[src/rtl/assert_macros.svh]
// Assertion macros used by the calibrator top level.
// Expects clk_i and rst_ni in the scope of each use.
`ifndef ASSERT_MACROS_SVH
`define ASSERT_MACROS_SVH

// Condition that holds at every clock edge out of reset.
`define ALC_ASSERT(lbl, cond, msg) \
  lbl: assert property (@(posedge clk_i) disable iff (!rst_ni) (cond)) else $error(msg);

// Implication checked at the same edge.
`define ALC_ASSERT_IMP(lbl, ante, cons, msg) \
  lbl: assert property (@(posedge clk_i) disable iff (!rst_ni) (ante) |-> (cons)) \
    else $error(msg);

`endif

[src/rtl/alc_pkg.sv]
// Shared types, constants and arithmetic helpers of the ambient light calibrator.
// No dependencies; used by the front end, queue, arithmetic pipeline and top level.
package alc_pkg;

  localparam int GainSteps  = 7;
  localparam int ItimeSteps = 6;
  localparam int IndexMax   = 7;
  localparam int GainLim    = (GainSteps - 1 < IndexMax) ? GainSteps - 1 : IndexMax;
  localparam int ItimeLim   = (ItimeSteps - 1 < IndexMax) ? ItimeSteps - 1 : IndexMax;
  localparam int QDepth     = 4;

  localparam int Div1000    = 1000;
  localparam logic [30:0] Recip1000 = 31'd1099511627;  // floor(2^40 / 1000)
  localparam int Div5       = 5;
  localparam logic [25:0] Recip5 = 26'd53687091;       // floor(2^28 / 5)

  localparam logic RegPreset = 1'b0;
  localparam logic RegTrim   = 1'b1;
  localparam logic [15:0] TrimDefault = 16'd1000;

  typedef enum logic [1:0] {
    PRESET_A, PRESET_B, PRESET_C, PRESET_D
  } alc_preset_e;

  typedef enum logic [2:0] {
    GOP_X8, GOP_X4, GOP_X1, GOP_HALF, GOP_EIGHTH, GOP_M63
  } alc_gop_e;

  typedef enum logic [2:0] {
    TOP_X4, TOP_X2, TOP_X1, TOP_HALF, TOP_QUARTER, TOP_EIGHTH
  } alc_top_e;

  typedef struct packed {
    alc_preset_e preset;
    logic [15:0] trim;
  } alc_cfg_t;

  typedef struct packed {
    alc_preset_e preset;
    logic [15:0] vis;
    logic [15:0] ir;
    alc_gop_e    gop;
    alc_top_e    top;
    logic [15:0] trim;
    logic        quad;
    logic [2:0]  ng;
    logic [2:0]  nt;
    logic        chg;
  } alc_rec_t;

  typedef struct packed {
    logic full;
    logic empty;
  } alc_qstat_t;

  typedef struct packed {
    logic [20:0] q;
    logic [9:0]  r;
  } alc_div_t;

  // Exact quotient and remainder by 1000 for values below 2^30.
  function automatic alc_div_t div1000(input logic [29:0] x);
    logic [60:0] prod;
    logic [20:0] q;
    logic [30:0] r;
    prod = 61'(x) * 61'(Recip1000);
    q = prod[60:40];
    r = 31'(x) - 31'(q) * 31'(Div1000);
    if (r >= 31'(Div1000)) begin
      q = q + 21'd1;
      r = r - 31'(Div1000);
    end
    return '{q: q, r: r[9:0]};
  endfunction

  // Exact quotient by 5 for values below 2^25.
  function automatic logic [22:0] div5(input logic [24:0] x);
    logic [50:0] prod;
    logic [22:0] q;
    logic [25:0] r;
    prod = 51'(x) * 51'(Recip5);
    q = prod[50:28];
    r = 26'(x) - 26'(q) * 26'(Div5);
    if (r >= 26'(Div5)) q = q + 23'd1;
    return q;
  endfunction

  function automatic logic [19:0] lux_scale(input alc_preset_e p);
    case (p)
      PRESET_B: return 20'd10000;
      PRESET_C: return 20'd1000000;
      PRESET_D: return 20'd408000;
      default:  return 20'd0;
    endcase
  endfunction

  function automatic logic [15:0] bright_lvl(input alc_preset_e p);
    case (p)
      PRESET_A: return 16'd45000;
      PRESET_B: return 16'd60000;
      PRESET_C: return 16'd65000;
      default:  return 16'd36000;
    endcase
  endfunction

  function automatic logic [15:0] dark_lvl(input alc_preset_e p);
    case (p)
      PRESET_A: return 16'd100;
      PRESET_C: return 16'd10;
      default:  return 16'd50;
    endcase
  endfunction

  function automatic alc_gop_e gain_op(input alc_preset_e p, input logic [2:0] g);
    alc_gop_e op;
    op = GOP_X1;
    if (p == PRESET_A || p == PRESET_D) begin
      case (g)
        3'd0:    op = GOP_X8;
        3'd1:    op = GOP_X4;
        3'd3:    op = GOP_HALF;
        3'd4:    op = (p == PRESET_D) ? GOP_EIGHTH : GOP_X1;
        3'd5:    op = (p == PRESET_D) ? GOP_M63 : GOP_X1;
        default: op = GOP_X1;
      endcase
    end
    return op;
  endfunction

  function automatic alc_top_e time_op(input alc_preset_e p, input logic [2:0] t);
    alc_top_e op;
    op = TOP_X1;
    if (p == PRESET_A || p == PRESET_D) begin
      case (t)
        3'd0:    op = TOP_X4;
        3'd1:    op = TOP_X2;
        3'd3:    op = TOP_HALF;
        3'd4:    op = TOP_QUARTER;
        3'd5:    op = TOP_EIGHTH;
        default: op = TOP_X1;
      endcase
    end
    return op;
  endfunction

endpackage

[src/rtl/alc_if.sv]
// Valid/ready channel interfaces for sensor readings and calibrated results.
// No dependencies.
interface alc_in_if;
  logic        valid;
  logic        ready;
  logic [15:0] visible_count;
  logic [15:0] infrared_count;
  logic [2:0]  gain_index;
  logic [2:0]  itime_index;

  modport source (output valid, visible_count, infrared_count, gain_index, itime_index,
                  input ready);
  modport sink   (input valid, visible_count, infrared_count, gain_index, itime_index,
                  output ready);
endinterface


[src/rtl/alc_front.sv]
// Front end: accepts readings, decodes preset factors and makes the auto-gain step.
// Depends on alc_pkg and alc_in_if.
module alc_front import alc_pkg::*; (
  alc_in_if.sink   in_if,
  input  alc_cfg_t cfg_i,
  output alc_rec_t rec_o,
  output logic     rec_valid_o,
  input  logic     rec_ready_i
);

  logic [2:0] g;
  logic [2:0] t;
  logic [15:0] vis;

  assign g   = in_if.gain_index;
  assign t   = in_if.itime_index;
  assign vis = in_if.visible_count;

  assign in_if.ready = rec_ready_i;
  assign rec_valid_o = in_if.valid;

  always_comb begin
    rec_o.preset = cfg_i.preset;
    rec_o.vis    = vis;
    rec_o.ir     = in_if.infrared_count;
    rec_o.gop    = gain_op(cfg_i.preset, g);
    rec_o.top    = time_op(cfg_i.preset, t);
    rec_o.trim   = cfg_i.trim;
    rec_o.quad   = (cfg_i.preset == PRESET_A) || (cfg_i.preset == PRESET_D);
    rec_o.ng     = g;
    rec_o.nt     = t;
    rec_o.chg    = 1'b0;
    // step down on saturation, gain first; step up when dark, gain first
    if (vis >= bright_lvl(cfg_i.preset)) begin
      if (g != 3'd0) begin
        rec_o.ng  = g - 3'd1;
        rec_o.chg = 1'b1;
      end else if (t != 3'd0) begin
        rec_o.nt  = t - 3'd1;
        rec_o.chg = 1'b1;
      end
    end else if (vis <= dark_lvl(cfg_i.preset)) begin
      if (g < 3'(GainLim)) begin
        rec_o.ng  = g + 3'd1;
        rec_o.chg = 1'b1;
      end else if (t < 3'(ItimeLim)) begin
        rec_o.nt  = t + 3'd1;
        rec_o.chg = 1'b1;
      end
    end
  end

endmodule

[src/flat_wrapper.sv]
// flat-port wrapper written by rule: the top's interface ports become plain ports
module alc_front_flat import alc_pkg::*;
  (cfg_i, rec_o, rec_valid_o, rec_ready_i, in_if_valid, in_if_visible_count, in_if_infrared_count, in_if_gain_index, in_if_itime_index, in_if_ready);
  alc_in_if in_if_i ();
  input  alc_cfg_t cfg_i;
  output alc_rec_t rec_o;
  output logic rec_valid_o;
  input  logic rec_ready_i;
  input wire logic [$bits(in_if_i.valid)-1:0] in_if_valid;
  input wire logic [$bits(in_if_i.visible_count)-1:0] in_if_visible_count;
  input wire logic [$bits(in_if_i.infrared_count)-1:0] in_if_infrared_count;
  input wire logic [$bits(in_if_i.gain_index)-1:0] in_if_gain_index;
  input wire logic [$bits(in_if_i.itime_index)-1:0] in_if_itime_index;
  output wire logic [$bits(in_if_i.ready)-1:0] in_if_ready;
  assign in_if_i.valid = in_if_valid;
  assign in_if_i.visible_count = in_if_visible_count;
  assign in_if_i.infrared_count = in_if_infrared_count;
  assign in_if_i.gain_index = in_if_gain_index;
  assign in_if_i.itime_index = in_if_itime_index;
  assign in_if_ready = in_if_i.ready;
  alc_front u_core (.in_if(in_if_i), .cfg_i(cfg_i), .rec_o(rec_o), .rec_valid_o(rec_valid_o), .rec_ready_i(rec_ready_i));
endmodule
[config.mk]
export PLATFORM = sky130hd
export DESIGN_NAME = alc_front_flat
export DESIGN_NICKNAME = d
export VERILOG_FILES = /design/src/rtl/assert_macros.svh /design/src/rtl/alc_pkg.sv /design/src/rtl/alc_if.sv /design/src/rtl/alc_front.sv /design/src/flat_wrapper.sv
export SDC_FILE = /design/constraint.sdc
export NUM_CORES = 1
export LEC_CHECK = 0
export BUFFER_PORTS_ARGS = -buffer_cell sky130_fd_sc_hd__buf_2
export CELL_PAD_IN_SITES_DETAIL_PLACEMENT = 0
export CELL_PAD_IN_SITES_GLOBAL_PLACEMENT = 1
export CORE_UTILIZATION = 23
export DETAILED_ROUTE_END_ITERATION = 16
export GPL_TIMING_DRIVEN = 0
export PLACE_DENSITY = 0.81
export SYNTH_ARGS = -nofsm -noshare
export SYNTH_HDL_FRONTEND = slang
export SYNTH_SLANG_ARGS = --single-unit
[constraint.sdc]
create_clock -name vclk -period 2.9
set_clock_uncertainty 0.15 [all_clocks]
set_input_delay 0.29 -clock vclk [all_inputs]
set_output_delay 0.29 -clock vclk [all_outputs]
set_load 0.005 [all_outputs]
==> out/qor.csv <==
metric,value,unit
antenna_found_initial,0,
pre_cts_slack,-514,ps
relSlewSlack,0.611,
critPathCaptureType,output pin,
slowest_delay,470,ps
path_class,input port to output pin,
hold_violations,0,
grt.overflow.total,0,
die_y,78.9,um
violations,negative setup slack,
yosysSeqAreaShare,0,
worstPathCellList,"buf_12, inv_8, ha_4, nor2_4, inv_2, ha_4, or4b_4, a31oi_4, a211oi_2, o311a_1, buf_6, o21a_1, a32o_1, buf_2",
diodes,0,
p_per_area,142,nW/um^2
cpMostUsedCell,ha_4,
seq_area,0,um^2
fin_ws,-236,ps
crit_path_start,cfg_i[16],
port_buffers,89,
synth_fp_nets,278,
fin_crit,3140,ps
initial_core_util,0.242,
syn_avg_cell_area,7.27,um^2
tightest_slew,576,ps
dp_hpwl,3080,um
min_path_type,input port to output pin,
setup_viol,7,
rsz0062_at_grt,true,
worstSetupEndpoint,rec_o[2],
max_freq,0.319,GHz
grt_pass1_wl,5890,um
finalPower,302,uW
cp_max_fo,5,
n_clock_buffer,0,
syn_inst,187,
synthToLayoutAreaGrowth,56.9,%
rows,27,
netlist_area,1360,um^2
p_leak,0.00117,uW
fillers,596,
drive_gt1_frac,0.596,
grt_max_degree,10,
grt_pass1_vias,1437,
ios,124,
cap_violations,0,
nets,378,
grtUsageTotal,0.112,
drt_pass1_iterations,5,
slowest_stage,or4b_4,
ctsHoldBuffers,0,
yosys_warnings,0,
routed_wl,3700,um
status,"complete, but fails checks",
core,5610,um^2
fin_crit_sh,1.08,
place_congestion,0.779,
first_iter_violations,33,
multiInputGateArea,1010,um^2
critPathRequiredTime,2460,ps
die_x,78.9,um
design.seq.count,0,
vias,1517,
dieArea,6220,um^2
cp_data_arrival_time,2700,ps
final_max_slew_viol_count,0,
wl_per_cell,10.4,um
ant_nets,0,
synth_cell_types,33,
route.detailed.drc,0,
routed_via_density,4.25,
ir_worst_vdd,47.8,uV
start_kind,input port,
cell usage in the layout, fill, tap and decap left out, types with 3 or more instances in the layout:
cell type and count:
buf_2 87, buf_4 61, ha_1 30, inv_1 16
nor2_1 9, nand2_1 8, o21ai_0 7, nand3_1 6
a21oi_1 6, nor3_1 5, o21a_1 3, ha_4 3
metrics by stage:
| stage | TNS (ps) | area, um^2 | util | hold WS [ps] | std cells |
|---|---|---|---|---|---|
| 6_report | -1040 | 2130 | 0.380 | 595 | 357 |
| 5_1_grt | -1750 | 2130 | 0.380 | 597 | 357 |
| 4_1_cts | -1120 | 2080 | 0.371 | 595 | 355 |
| 3_5_place_dp | -2990 | 1900 | 0.339 | 595 | 348 |
| 3_3_place_gp | -3020 | 1900 | 0.339 | 596 | 348 |
| 2_1_floorplan | 0 | 1360 | - | 511 | 187 |
synthesized netlist by cell type (all sizes together):
library cell / count / area [um^2]
buf: 53 / 402
ha: 33 / 413
inv: 19 / 71.3
nor2: 11 / 41.3
o21ai: 10 / 50.1
nand2: 8 / 30.0
a21oi: 7 / 35.0
nand3: 6 / 30.0
nor3: 5 / 25.0
o22ai: 4 / 25.0
a211oi: 3 / 27.5
o21a: 3 / 22.5
a21o: 2 / 15.0
and3: 2 / 12.5
nand4b: 2 / 17.5
nor2b: 2 / 12.5
nor4: 2 / 12.5
or3: 2 / 12.5
xnor2: 2 / 17.5
a31oi: 1 / 6.26
a32o: 1 / 10.0
and2: 1 / 6.26
clkbuf: 1 / 3.75
nor3b: 1 / 7.51
nor4b: 1 / 8.76
o211ai: 1 / 7.51
o21bai: 1 / 7.51
o311a: 1 / 10.0
o311ai: 1 / 8.76
or4b: 1 / 10.0
metal layers:
layer | part of all wire | GRT usage
met3 | 0.078 | 0.00690
met2 | 0.52 | 0.233
met1 | 0.39 | 0.127
met5 | 0 | 0
met4 | 0.0027 | 0.00545
how the worst min path moves through the flow:
| stage | end | from | slack (ps) | depth (start not counted) |
|---|---|---|---|---|
| floorplan | in_if_ready | rec_ready_i | 510 | 1 |
| global placement | in_if_ready | rec_ready_i | 600 | 2 |
| detailed placement | rec_o[17] | cfg_i[9] | 600 | 2 |
| CTS | rec_o[17] | cfg_i[9] | 600 | 2 |
| global route | rec_o[16] | cfg_i[8] | 600 | 2 |
| finish | rec_o[41] | in_if_infrared_count[11] | 590 | 2 |
timing repair:
action / CTS / global route
cloned: 1 / 0
pin swaps: 12 / 6
gates resized for setup: 31 / 7
setup endpoints to repair: 7 / 7
hold endpoints to repair: 0 / 0
buffers inserted: 6 / 3
worst max-delay path, delay by kind of cell:
kind,cells,cell delay [ps]
compound gates,5,980
simple gates,2,580
buf+inv,5,450
fa+ha+maj,2,390
logic make-up after synthesis:
kind of cell,after synthesis,synth area share
compound gates,35,0.166
xor+xnor,2,0.0129
fa+ha+maj,33,0.304
buf+inv,73,0.351
simple gates,44,0.167
power breakdown:
group	switching [uW]	total [uW]	internal, uW
logic	132	302	170
registers	0	0	0
clock network	0	0	0
final cells by class:
| cell class | count | share of cell area |
|---|---|---|
| plain buffers | 54 | 0.190 |
| well taps | 72 | 0.0423 |
| multi-input cells | 114 | 0.474 |
| repair buffers | 98 | 0.255 |
| inverters | 19 | 0.0393 |
No activity file was read; power rests on OpenSTA's default activity.
