### config.mk
export PLATFORM = sky130hd
export DESIGN_NAME = alc_queue
export DESIGN_NICKNAME = d
export VERILOG_FILES = /design/src/rtl/assert_macros.svh /design/src/rtl/alc_pkg.sv /design/src/rtl/alc_queue.sv
export SDC_FILE = /design/constraint.sdc
export NUM_CORES = 1
export LEC_CHECK = 0
export BUFFER_PORTS_ARGS = -buffer_cell sky130_fd_sc_hd__clkbuf_2
export CAP_MARGIN = 5
export CORE_ASPECT_RATIO = 2
export CORE_MARGIN = 8
export CORE_UTILIZATION = 55
export CTS_CLUSTER_SIZE = 24
export DETAILED_ROUTE_END_ITERATION = 8
export GPL_TIMING_DRIVEN = 1
export PLACE_DENSITY = 0.86
export REMOVE_ABC_BUFFERS = 1
export SLEW_MARGIN = 5
export SYNTH_ARGS = -nofsm -noshare
export SYNTH_HDL_FRONTEND = slang
export SYNTH_SLANG_ARGS = --single-unit
### constraint.sdc
create_clock -name clk_i -period 3 [get_ports clk_i]
set_input_delay 0.15 -clock clk_i [delete_from_list [all_inputs] [get_ports clk_i]]
set_output_delay 0.15 -clock clk_i [all_outputs]
set_load 0.03 [all_outputs]
### src/rtl/assert_macros.svh
// Assertion macros used by the calibrator top level.
// Expects clk_i and rst_ni in the scope of each use.
`ifndef ASSERT_MACROS_SVH
`define ASSERT_MACROS_SVH

// Condition that holds at every clock edge out of reset.
`define ALC_ASSERT(lbl, cond, msg) \
  lbl: assert property (@(posedge clk_i) disable iff (!rst_ni) (cond)) else $error(msg);

// Implication checked at the same edge.
`define ALC_ASSERT_IMP(lbl, ante, cons, msg) \
  lbl: assert property (@(posedge clk_i) disable iff (!rst_ni) (ante) |-> (cons)) \
    else $error(msg);

`endif

### src/rtl/alc_pkg.sv
// Shared types, constants and arithmetic helpers of the ambient light calibrator.
// No dependencies; used by the front end, queue, arithmetic pipeline and top level.
package alc_pkg;

  localparam int GainSteps  = 7;
  localparam int ItimeSteps = 6;
  localparam int IndexMax   = 7;
  localparam int GainLim    = (GainSteps - 1 < IndexMax) ? GainSteps - 1 : IndexMax;
  localparam int ItimeLim   = (ItimeSteps - 1 < IndexMax) ? ItimeSteps - 1 : IndexMax;
  localparam int QDepth     = 4;

  localparam int Div1000    = 1000;
  localparam logic [30:0] Recip1000 = 31'd1099511627;  // floor(2^40 / 1000)
  localparam int Div5       = 5;
  localparam logic [25:0] Recip5 = 26'd53687091;       // floor(2^28 / 5)

  localparam logic RegPreset = 1'b0;
  localparam logic RegTrim   = 1'b1;
  localparam logic [15:0] TrimDefault = 16'd1000;

  typedef enum logic [1:0] {
    PRESET_A, PRESET_B, PRESET_C, PRESET_D
  } alc_preset_e;

  typedef enum logic [2:0] {
    GOP_X8, GOP_X4, GOP_X1, GOP_HALF, GOP_EIGHTH, GOP_M63
  } alc_gop_e;

  typedef enum logic [2:0] {
    TOP_X4, TOP_X2, TOP_X1, TOP_HALF, TOP_QUARTER, TOP_EIGHTH
  } alc_top_e;

  typedef struct packed {
    alc_preset_e preset;
    logic [15:0] trim;
  } alc_cfg_t;

  typedef struct packed {
    alc_preset_e preset;
    logic [15:0] vis;
    logic [15:0] ir;
    alc_gop_e    gop;
    alc_top_e    top;
    logic [15:0] trim;
    logic        quad;
    logic [2:0]  ng;
    logic [2:0]  nt;
    logic        chg;
  } alc_rec_t;

  typedef struct packed {
    logic full;
    logic empty;
  } alc_qstat_t;

  typedef struct packed {
    logic [20:0] q;
    logic [9:0]  r;
  } alc_div_t;

  // Exact quotient and remainder by 1000 for values below 2^30.
  function automatic alc_div_t div1000(input logic [29:0] x);
    logic [60:0] prod;
    logic [20:0] q;
    logic [30:0] r;
    prod = 61'(x) * 61'(Recip1000);
    q = prod[60:40];
    r = 31'(x) - 31'(q) * 31'(Div1000);
    if (r >= 31'(Div1000)) begin
      q = q + 21'd1;
      r = r - 31'(Div1000);
    end
    return '{q: q, r: r[9:0]};
  endfunction

  // Exact quotient by 5 for values below 2^25.
  function automatic logic [22:0] div5(input logic [24:0] x);
    logic [50:0] prod;
    logic [22:0] q;
    logic [25:0] r;
    prod = 51'(x) * 51'(Recip5);
    q = prod[50:28];
    r = 26'(x) - 26'(q) * 26'(Div5);
    if (r >= 26'(Div5)) q = q + 23'd1;
    return q;
  endfunction

  function automatic logic [19:0] lux_scale(input alc_preset_e p);
    case (p)
      PRESET_B: return 20'd10000;
      PRESET_C: return 20'd1000000;
      PRESET_D: return 20'd408000;
      default:  return 20'd0;
    endcase
  endfunction

  function automatic logic [15:0] bright_lvl(input alc_preset_e p);
    case (p)
      PRESET_A: return 16'd45000;
      PRESET_B: return 16'd60000;
      PRESET_C: return 16'd65000;
      default:  return 16'd36000;
    endcase
  endfunction

  function automatic logic [15:0] dark_lvl(input alc_preset_e p);
    case (p)
      PRESET_A: return 16'd100;
      PRESET_C: return 16'd10;
      default:  return 16'd50;
    endcase
  endfunction

  function automatic alc_gop_e gain_op(input alc_preset_e p, input logic [2:0] g);
    alc_gop_e op;
    op = GOP_X1;
    if (p == PRESET_A || p == PRESET_D) begin
      case (g)
        3'd0:    op = GOP_X8;
        3'd1:    op = GOP_X4;
        3'd3:    op = GOP_HALF;
        3'd4:    op = (p == PRESET_D) ? GOP_EIGHTH : GOP_X1;
        3'd5:    op = (p == PRESET_D) ? GOP_M63 : GOP_X1;
        default: op = GOP_X1;
      endcase
    end
    return op;
  endfunction

  function automatic alc_top_e time_op(input alc_preset_e p, input logic [2:0] t);
    alc_top_e op;
    op = TOP_X1;
    if (p == PRESET_A || p == PRESET_D) begin
      case (t)
        3'd0:    op = TOP_X4;
        3'd1:    op = TOP_X2;
        3'd3:    op = TOP_HALF;
        3'd4:    op = TOP_QUARTER;
        3'd5:    op = TOP_EIGHTH;
        default: op = TOP_X1;
      endcase
    end
    return op;
  endfunction

endpackage

### src/rtl/alc_queue.sv
// Short FIFO between front end and arithmetic pipeline.
// Depends on alc_pkg.
module alc_queue import alc_pkg::*; (
  input  logic       clk_i,
  input  logic       rst_ni,
  input  logic       push_i,
  input  alc_rec_t   rec_i,
  input  logic       pop_i,
  output alc_rec_t   rec_o,
  output alc_qstat_t stat_o
);

  localparam int PtrW = $clog2(QDepth);

  alc_rec_t            mem_q [QDepth];
  logic [PtrW-1:0]     wr_q, wr_d, rd_q, rd_d;
  logic [PtrW:0]       cnt_q, cnt_d;
  logic                do_push, do_pop;

  assign stat_o.full  = (cnt_q == (PtrW+1)'(QDepth));
  assign stat_o.empty = (cnt_q == '0);
  assign do_push = push_i && !stat_o.full;
  assign do_pop  = pop_i && !stat_o.empty;
  assign rec_o   = mem_q[rd_q];

  always_comb begin
    wr_d  = do_push ? wr_q + PtrW'(1) : wr_q;
    rd_d  = do_pop ? rd_q + PtrW'(1) : rd_q;
    cnt_d = cnt_q + (PtrW+1)'(do_push) - (PtrW+1)'(do_pop);
  end

  always_ff @(posedge clk_i or negedge rst_ni) begin
    if (!rst_ni) begin
      wr_q  <= '0;
      rd_q  <= '0;
      cnt_q <= '0;
    end else begin
      wr_q  <= wr_d;
      rd_q  <= rd_d;
      cnt_q <= cnt_d;
    end
  end

  always_ff @(posedge clk_i) begin
    if (do_push) mem_q[wr_q] <= rec_i;
  end

endmodule

==> results of run 1 <==
==> per-stage QoR <==
| step | cells | total power [mW] | util (%) |
|---|---|---|---|
| finish | 823 | 12.2 | 69.6 |
| global route | 823 | 12.7 | 69.6 |
| CTS | 822 | 12.3 | 69.6 |
| detailed placement | 719 | 9.53 | 61.8 |
| global placement | 719 | 9.39 | 61.8 |
| floorplan | 361 | 8.18 | - |
==> synth_stat cells, drive strengths merged <==
master   number
edfxtp      256
ha            6
o211ai        2
nand2b        4
fa            1
inv           6
nand4bb       2
mux4         64
xnor2         4
and3b         4
o311ai        1
nand2         1
dfrtp         7
o31ai         1
nor3          1
clkbuf        1
buf          13
nor3b         1
==> path summary, 6_finish.rpt <==
check | from | to | slack [ns] | cells after the start
worst max-delay path | rd_q[0] | rec_o[58] | 0.50 | 3
worst min-delay path | rst_ni | cnt_q[2] | 0.03 | 2
worst max register to register | cnt_q[2] | cnt_q[2] | 0.79 | 8
worst min register to register | wr_q[1] | wr_q[1] | 0.62 | 2
max in group asynchronous | rst_ni | rd_q[0] | 2.78 | 2
min in group clk_i | push_i | wr_q[0] | 0.04 | 3
==> registers in the layout, indices dropped and copies added, names as in the netlist <==
signal and flops:
cnt_q 3, wr_q 2, mem_q 256, rd_q 2
==> where the power goes <==
| group | internal, mW | switching (mW) | total (mW) | leakage, nW |
|---|---|---|---|---|
| clock network | 1.56 | 1.20 | 2.76 | 0.337 |
| registers | 4.84 | 0.356 | 5.20 | 2.43 |
| logic | 1.61 | 2.66 | 4.27 | 1.45 |
==> final cells by class <==
type                       count  area [µm²]
tap                          210         263
clock inverter                12         145
fill                        1027        5250
clock buffer                  25         541
antenna                        1        2.50
timing repair buffer         214        1460
inverter                       6        22.5
multi-input combinational     92        1720
sequential                   263        7870
==> kinds of logic (layout without fill, tap and decap cells) <==
family / count (synthesis) / after routing
XOR/XNOR: 4 / 4
adder cells (fa/ha/maj): 7 / 7
flip-flops: 263 / 263
other: 0 / 1
buffers and inverters: 20 / 257
AO/OA/AOI/OAI: 4 / 4
multiplexers: 64 / 64
AND/OR/NAND/NOR: 13 / 13
==> critical path: cells and delay by family (launching register included) <==
family / cells / cell delay [ns]
buffers and inverters: 2 / 0.53
flip-flops: 1 / 0.74
multiplexers: 1 / 0.56
==> per-layer routing <==
layer	GRT usage, %	up-vias	share of wire, %	routed length (µm)
met2	33.0	148	58	11300
met1	19.7	2467	35	6810
met5	0	-	0	0
met4	7.72	0	3.1	609
li1	-	2054	-	-
met3	2.72	36	4.7	923
==> impl_metrics.py, run 1 <==
metrics = {
    "global_route": {
        "grt_usage_pct": 18.0,
        "grt_max_degree": 38,
        "grt_remaining_overflow": 0,
        "grt_first_pass_wirelength_um": 29700,
        "grt_antenna_before_repair": 1,
        "grt_pass1_vias": 5228,
    },
    "drt": {
        "antenna_left": 0,
        "vias_per_cell": 5.72,
        "drt_first_iter_violations": 359,
        "detailedRoute.firstPassIterationCount": 4,
        "drt-wirelength-per-cell_um": 23.9,
        "drt_drc_violations_left": 0,
        "drt_wl_total_um": 19700,
        "detailroute.via_count": 4705,
    },
    "final_layout": {
        "nets": 673,
        "post-route-cell-area_um2": 12000,
        "final_cell_mix": "sky130_fd_sc_hd__edfxtp_1, sky130_fd_sc_hd__clkbuf_2, sky130_fd_sc_hd__dlygate4sd3_1",
        "flow.area_growth_from_synthesis_pct": 24.0,
        "post_route_cells_drive_above_1_share_pct": 40.7,
        "layout.cells.most_common": "sky130_fd_sc_hd__edfxtp_1",
    },
    "sta": {
        "fin_crit_ns": 2.50,
        "final.hold.worst_slack_ns": 0.0298,
        "slew_limit_fails": 0,
        "clock-skew-final_ns": 0.00838,
        "worst_pin_slew_ns": 0.657,
        "final_min_period_over_clock_period_pct": 83.2,
        "tns_ns": 0,
        "timing.fmax_mhz": 401,
        "setup_slack_ns": 0.505,
        "report.final.hold_viol_count": 0,
        "grt_setup_unrepaired": "no",
        "maxSlewHeadroom_pct": 56.2,
        "setup_violating_endpoint_count_in_the_final_report": 0,
    },
    "placement": {
        "post-dp-hpwl_um": 12700,
        "gp_congestion": 0.756,
        "dpl_cell_area_um2": 10700,
        "port-buffer-count": 133,
        "pre_cts_ws_ns": 0.806,
    },
    "cts": {
        "clk_pin_slew_worst_paths_ns": 0.07,
        "numCtsBuffers": 21,
        "clock_tree_from_tritoncts": "yes",
        "cts-hold-fix-buffers": 66,
        "clock_sinks": 263,
        "postCtsSetupBuffers": 0,
        "post_cts_resize_count": 0,
        "cts-root-buf": "sky130_fd_sc_hd__clkbuf_16",
        "clock_tree.htree_level_count": 1,
        "buffer_levels_on_the_longest_clock_path": 3,
        "clock_latency_ns": 0.49,
    },
    "logic_synthesis": {
        "synth_seq_area_share_pct": 81.1,
        "synth_xor_area_share_pct": 0.361,
        "postSynthCellCount": 375,
        "post_synth_mux_area_share_pct": 14.9,
        "synthAdderAreaFrac_pct": 0.981,
        "synth_area_in_compound_gates_pct": 0.323,
        "post-synth-top-area-fraction_pct": 79.3,
        "synth.largest_area_cell": "sky130_fd_sc_hd__edfxtp_1",
        "netlist_area_um2": 9700,
        "netlist_top_cells_area": "sky130_fd_sc_hd__edfxtp_1, sky130_fd_sc_hd__mux4_2, sky130_fd_sc_hd__dfrtp_1, sky130_fd_sc_hd__ha_1, sky130_fd_sc_hd__buf_6",
        "post_synth_num_cell_types": 20,
        "ys_ff_latch": 263,
        "synthesis.yosys.warnings": 0,
        "synth_area_per_cell_um2": 25.9,
        "synth_top_family_by_area": "multiplexers",
        "post_synth_and_or_nand_nor_area_fraction_pct": 1.07,
    },
    "setup_path": {
        "worstPathRequired_ns": 2.85,
        "crit_path_end_kind": "primary output",
        "critPathMaxFanout": 24,
        "worstPathCellList": "buf_4, mux4_2, clkbuf_2",
        "timing_worst_setup_path_type": "flip-flop to primary output",
        "worst_path_largest_cell_delay_ns": 0.74,
        "cp_data_arrival_time_ns": 2.35,
        "start_kind": "flip-flop",
        "crit_path_top_delay_cell": "sky130_fd_sc_hd__dfrtp_4",
    },
    "power_and_ir_drop": {
        "vdd.ir_drop.worst_mv": 0.855,
        "power.density_cell_area_nw_per_um2": 1020,
        "p_leak_nw": 4.22,
    },
    "floorplanning": {
        "placementRows": 68,
        "die-area_um2": 22400,
        "die_y_um": 204,
        "die-width_um": 110,
        "effective_utilization_at_floorplan_pct": 56.1,
        "ios": 134,
        "fp.coreArea_um2": 17300,
    },
    "job": {
        "max_cap_viol_count": 0,
    },
    "outcome": {
        "status": "finished clean",
    },
    "hold_path": {
        "worstHoldPathType": "input port to asynchronous set/reset pin",
    },
}
Power figures use the tool's default switching activity.
==> run 2, diff against run 1 <==
==> constraint.sdc (replaced) <==
create_clock -name clk_i -period 2.59 [get_ports clk_i]
set_input_delay 0.1295 -clock clk_i [delete_from_list [all_inputs] [get_ports clk_i]]
set_output_delay 0.1295 -clock clk_i [all_outputs]
set_load 0.03 [all_outputs]
==> run 2 against run 1 <==
Net effect: first-iteration DRC count is 2.2% higher; sequential cell count stayed put; via count is 0.91% higher; total power is 15% higher; clock-buffer cell count is 2 higher; worst hold slack better by 0.36 ns; register-to-register slack worse by 0.47 ns; cell area is 0.56% higher.
==> impl_metrics.py, run 2 (synthesis gave the netlist of run 1 again) <==
metrics = {
    "outcome": {
        "status": "finished clean",
    },
    "floorplanning": {
        "placementRows": 68,
        "fp.coreArea_um2": 17300,
        "die-width_um": 110,
        "die_y_um": 204,
        "die-area_um2": 22400,
        "effective_utilization_at_floorplan_pct": 56.1,
        "ios": 134,
    },
    "drt": {
        "drt_drc_violations_left": 0,
        "vias_per_cell": 5.71,
        "drt_wl_total_um": 19900,
        "drt_first_iter_violations": 367,
        "detailedRoute.firstPassIterationCount": 5,
        "detailroute.via_count": 4748,
        "antenna_left": 0,
        "drt-wirelength-per-cell_um": 23.9,
    },
    "hold_path": {
        "worstHoldPathType": "input port to flip-flop",
        "holdCritStartpoint": "rec_i[50]",
        "hold_depth": 2,
    },
    "global_route": {
        "grt_max_degree": 29,
        "grt_remaining_overflow": 0,
        "grt_antenna_before_repair": 2,
        "grt_usage_pct": 18.3,
        "grt_pass1_vias": 5217,
        "grt_first_pass_wirelength_um": 30300,
    },
    "sta": {
        "slew_limit_fails": 0,
        "worst_pin_slew_ns": 0.467,
        "timing.fmax_mhz": 421,
        "clock-skew-final_ns": 0.00847,
        "grt_setup_unrepaired": "no",
        "setup_violating_endpoint_count_in_the_final_report": 0,
        "fin_crit_ns": 2.37,
        "maxSlewHeadroom_pct": 68.7,
        "report.final.hold_viol_count": 0,
        "final_min_period_over_clock_period_pct": 91.6,
        "setup_slack_ns": 0.217,
    },
    "setup_path": {
        "crit_path_top_delay_cell": "sky130_fd_sc_hd__dfrtp_4",
        "critPathMaxFanout": 13,
        "timing.rr.start": "cnt_q[1]",
        "critical_path.n_buffers_inverters": 2,
        "worstPathCellList": "buf_4, mux4_2, clkbuf_2",
        "timing_worst_setup_path_type": "flip-flop to primary output",
        "cp_data_arrival_time_ns": 2.24,
        "worst_r2r_path_depth": 8,
        "start_kind": "flip-flop",
        "crit_path_end_kind": "primary output",
        "timing.critical_path.max_delay_family": "flip-flops",
        "crit_path_start": "rd_q[0]",
        "crit_path_depth": 3,
        "worst_path_largest_cell_delay_ns": 0.61,
        "worstPathRequired_ns": 2.46,
    },
    "cts": {
        "buffer_levels_on_the_longest_clock_path": 3,
        "clock_sinks": 263,
        "clock_tree.htree_level_count": 1,
        "post_cts_resize_count": 0,
        "clk_pin_slew_worst_paths_ns": 0.06,
        "numCtsBuffers": 22,
        "cts-root-buf": "sky130_fd_sc_hd__clkbuf_16",
        "clock_latency_ns": 0.50,
        "clock_tree_from_tritoncts": "yes",
    },
    "placement": {
        "pre_cts_ws_ns": 0.342,
        "dp_cells": 723,
        "post-dp-hpwl_um": 12600,
        "gp_congestion": 0.734,
        "dpl_cell_area_um2": 10800,
        "port-buffer-count": 133,
    },
    "final_layout": {
        "instances_no_fill": 832,
        "largest_register_ffs": 256,
        "layout.cells.most_common": "sky130_fd_sc_hd__edfxtp_1",
        "flow.area_growth_from_synthesis_pct": 24.7,
        "post-route-cell-area_um2": 12100,
        "filler_cell_count": 1037,
        "max_flop_register": "mem_q",
        "post_route_cells_drive_above_1_share_pct": 40.5,
        "final_cell_mix": "sky130_fd_sc_hd__edfxtp_1, sky130_fd_sc_hd__clkbuf_2, sky130_fd_sc_hd__dlygate4sd3_1",
        "final_util_pct": 70.0,
        "reg.largest.list": "mem_q x256, cnt_q x3",
        "multi_input_comb_area_um2": 1720,
        "nets": 680,
        "regArea_um2": 7870,
    },
    "power_and_ir_drop": {
        "power.total_mw": 14.1,
        "p_leak_nw": 4.23,
        "power.density_cell_area_nw_per_um2": 1170,
        "vdd.ir_drop.worst_mv": 0.795,
    },
    "job": {
        "max_cap_viol_count": 0,
    },
}
==> run 2: changes by cell type in the layout (fill, tap and decap cells not counted), sizes merged <==
cell | before | now
dlygate4sd3 | 66 | 68
inv | 7 | 6
diode | 1 | 2
clkinvlp | 0 | 2
buf | 15 | 19
clkinv | 8 | 10
bufinv | 3 | 0
clkbuf | 158 | 160
==> run 2: final timing paths <==
check,to,slack [ns]
setup / recovery,rec_o[15],0.22
hold / removal,mem_q[0][50],0.39
setup reg to reg,cnt_q[2],0.32
hold reg to reg,wr_q[1],0.64
max in group asynchronous,rd_q[0],1.72
min in group asynchronous,wr_q[0],0.59
==> run 2: worst reg2reg max path, delay by kind of cell, from the launching register on <==
family / cells / cell delay (ns)
xor+xnor: 2 / 0.33
fa+ha+maj: 3 / 0.86
compound gates: 1 / 0.41
buf+inv: 2 / 0.14
flops: 1 / 0.45
==> run 2: final cells by class <==
class / count / area share [%]
Inverter: 6 / 0.186
Clock inverter: 12 / 0.497
Multi-Input combinational cell: 92 / 14.2
Timing Repair Buffer: 220 / 12.9
Antenna cell: 2 / 0.0414
Tap cell: 210 / 2.17
Sequential cell: 263 / 65.1
Clock buffer: 27 / 4.88
==> run 2: repair_timing <==
item	4_1_cts	5_1_grt
setup buffers	0	0
hold endpoints to repair	266	0
hold buffers	68	0
==> run 2: routing by layer <==
| metal | vias up | share of wire, % | GRT usage (%) |
|---|---|---|---|
| li1 | 2077 | - | - |
| met1 | 2476 | 36 | 21.0 |
| met2 | 153 | 56 | 32.1 |
| met3 | 42 | 4.8 | 2.81 |
| met4 | 0 | 3.7 | 8.64 |
| met5 | - | 0 | 0 |
==> run 2: power by group <==
part	leakage, nW	internal (mW)	switching, mW	total (mW)
clock	0.311	1.62	1.37	2.99
combinational	1.50	1.95	3.17	5.13
sequential	2.43	5.61	0.360	5.97
total	4.23	9.18	4.91	14.1
==> run 2: stage by stage <==
step	setup TNS, ns	hold WS (ns)
final	0	0.386
after global routing	0	0.391
after CTS	0	0.375
after detailed placement	0	-0.0186
after global placement	0	-0.0317
after floorplan	-98.87	-0.166
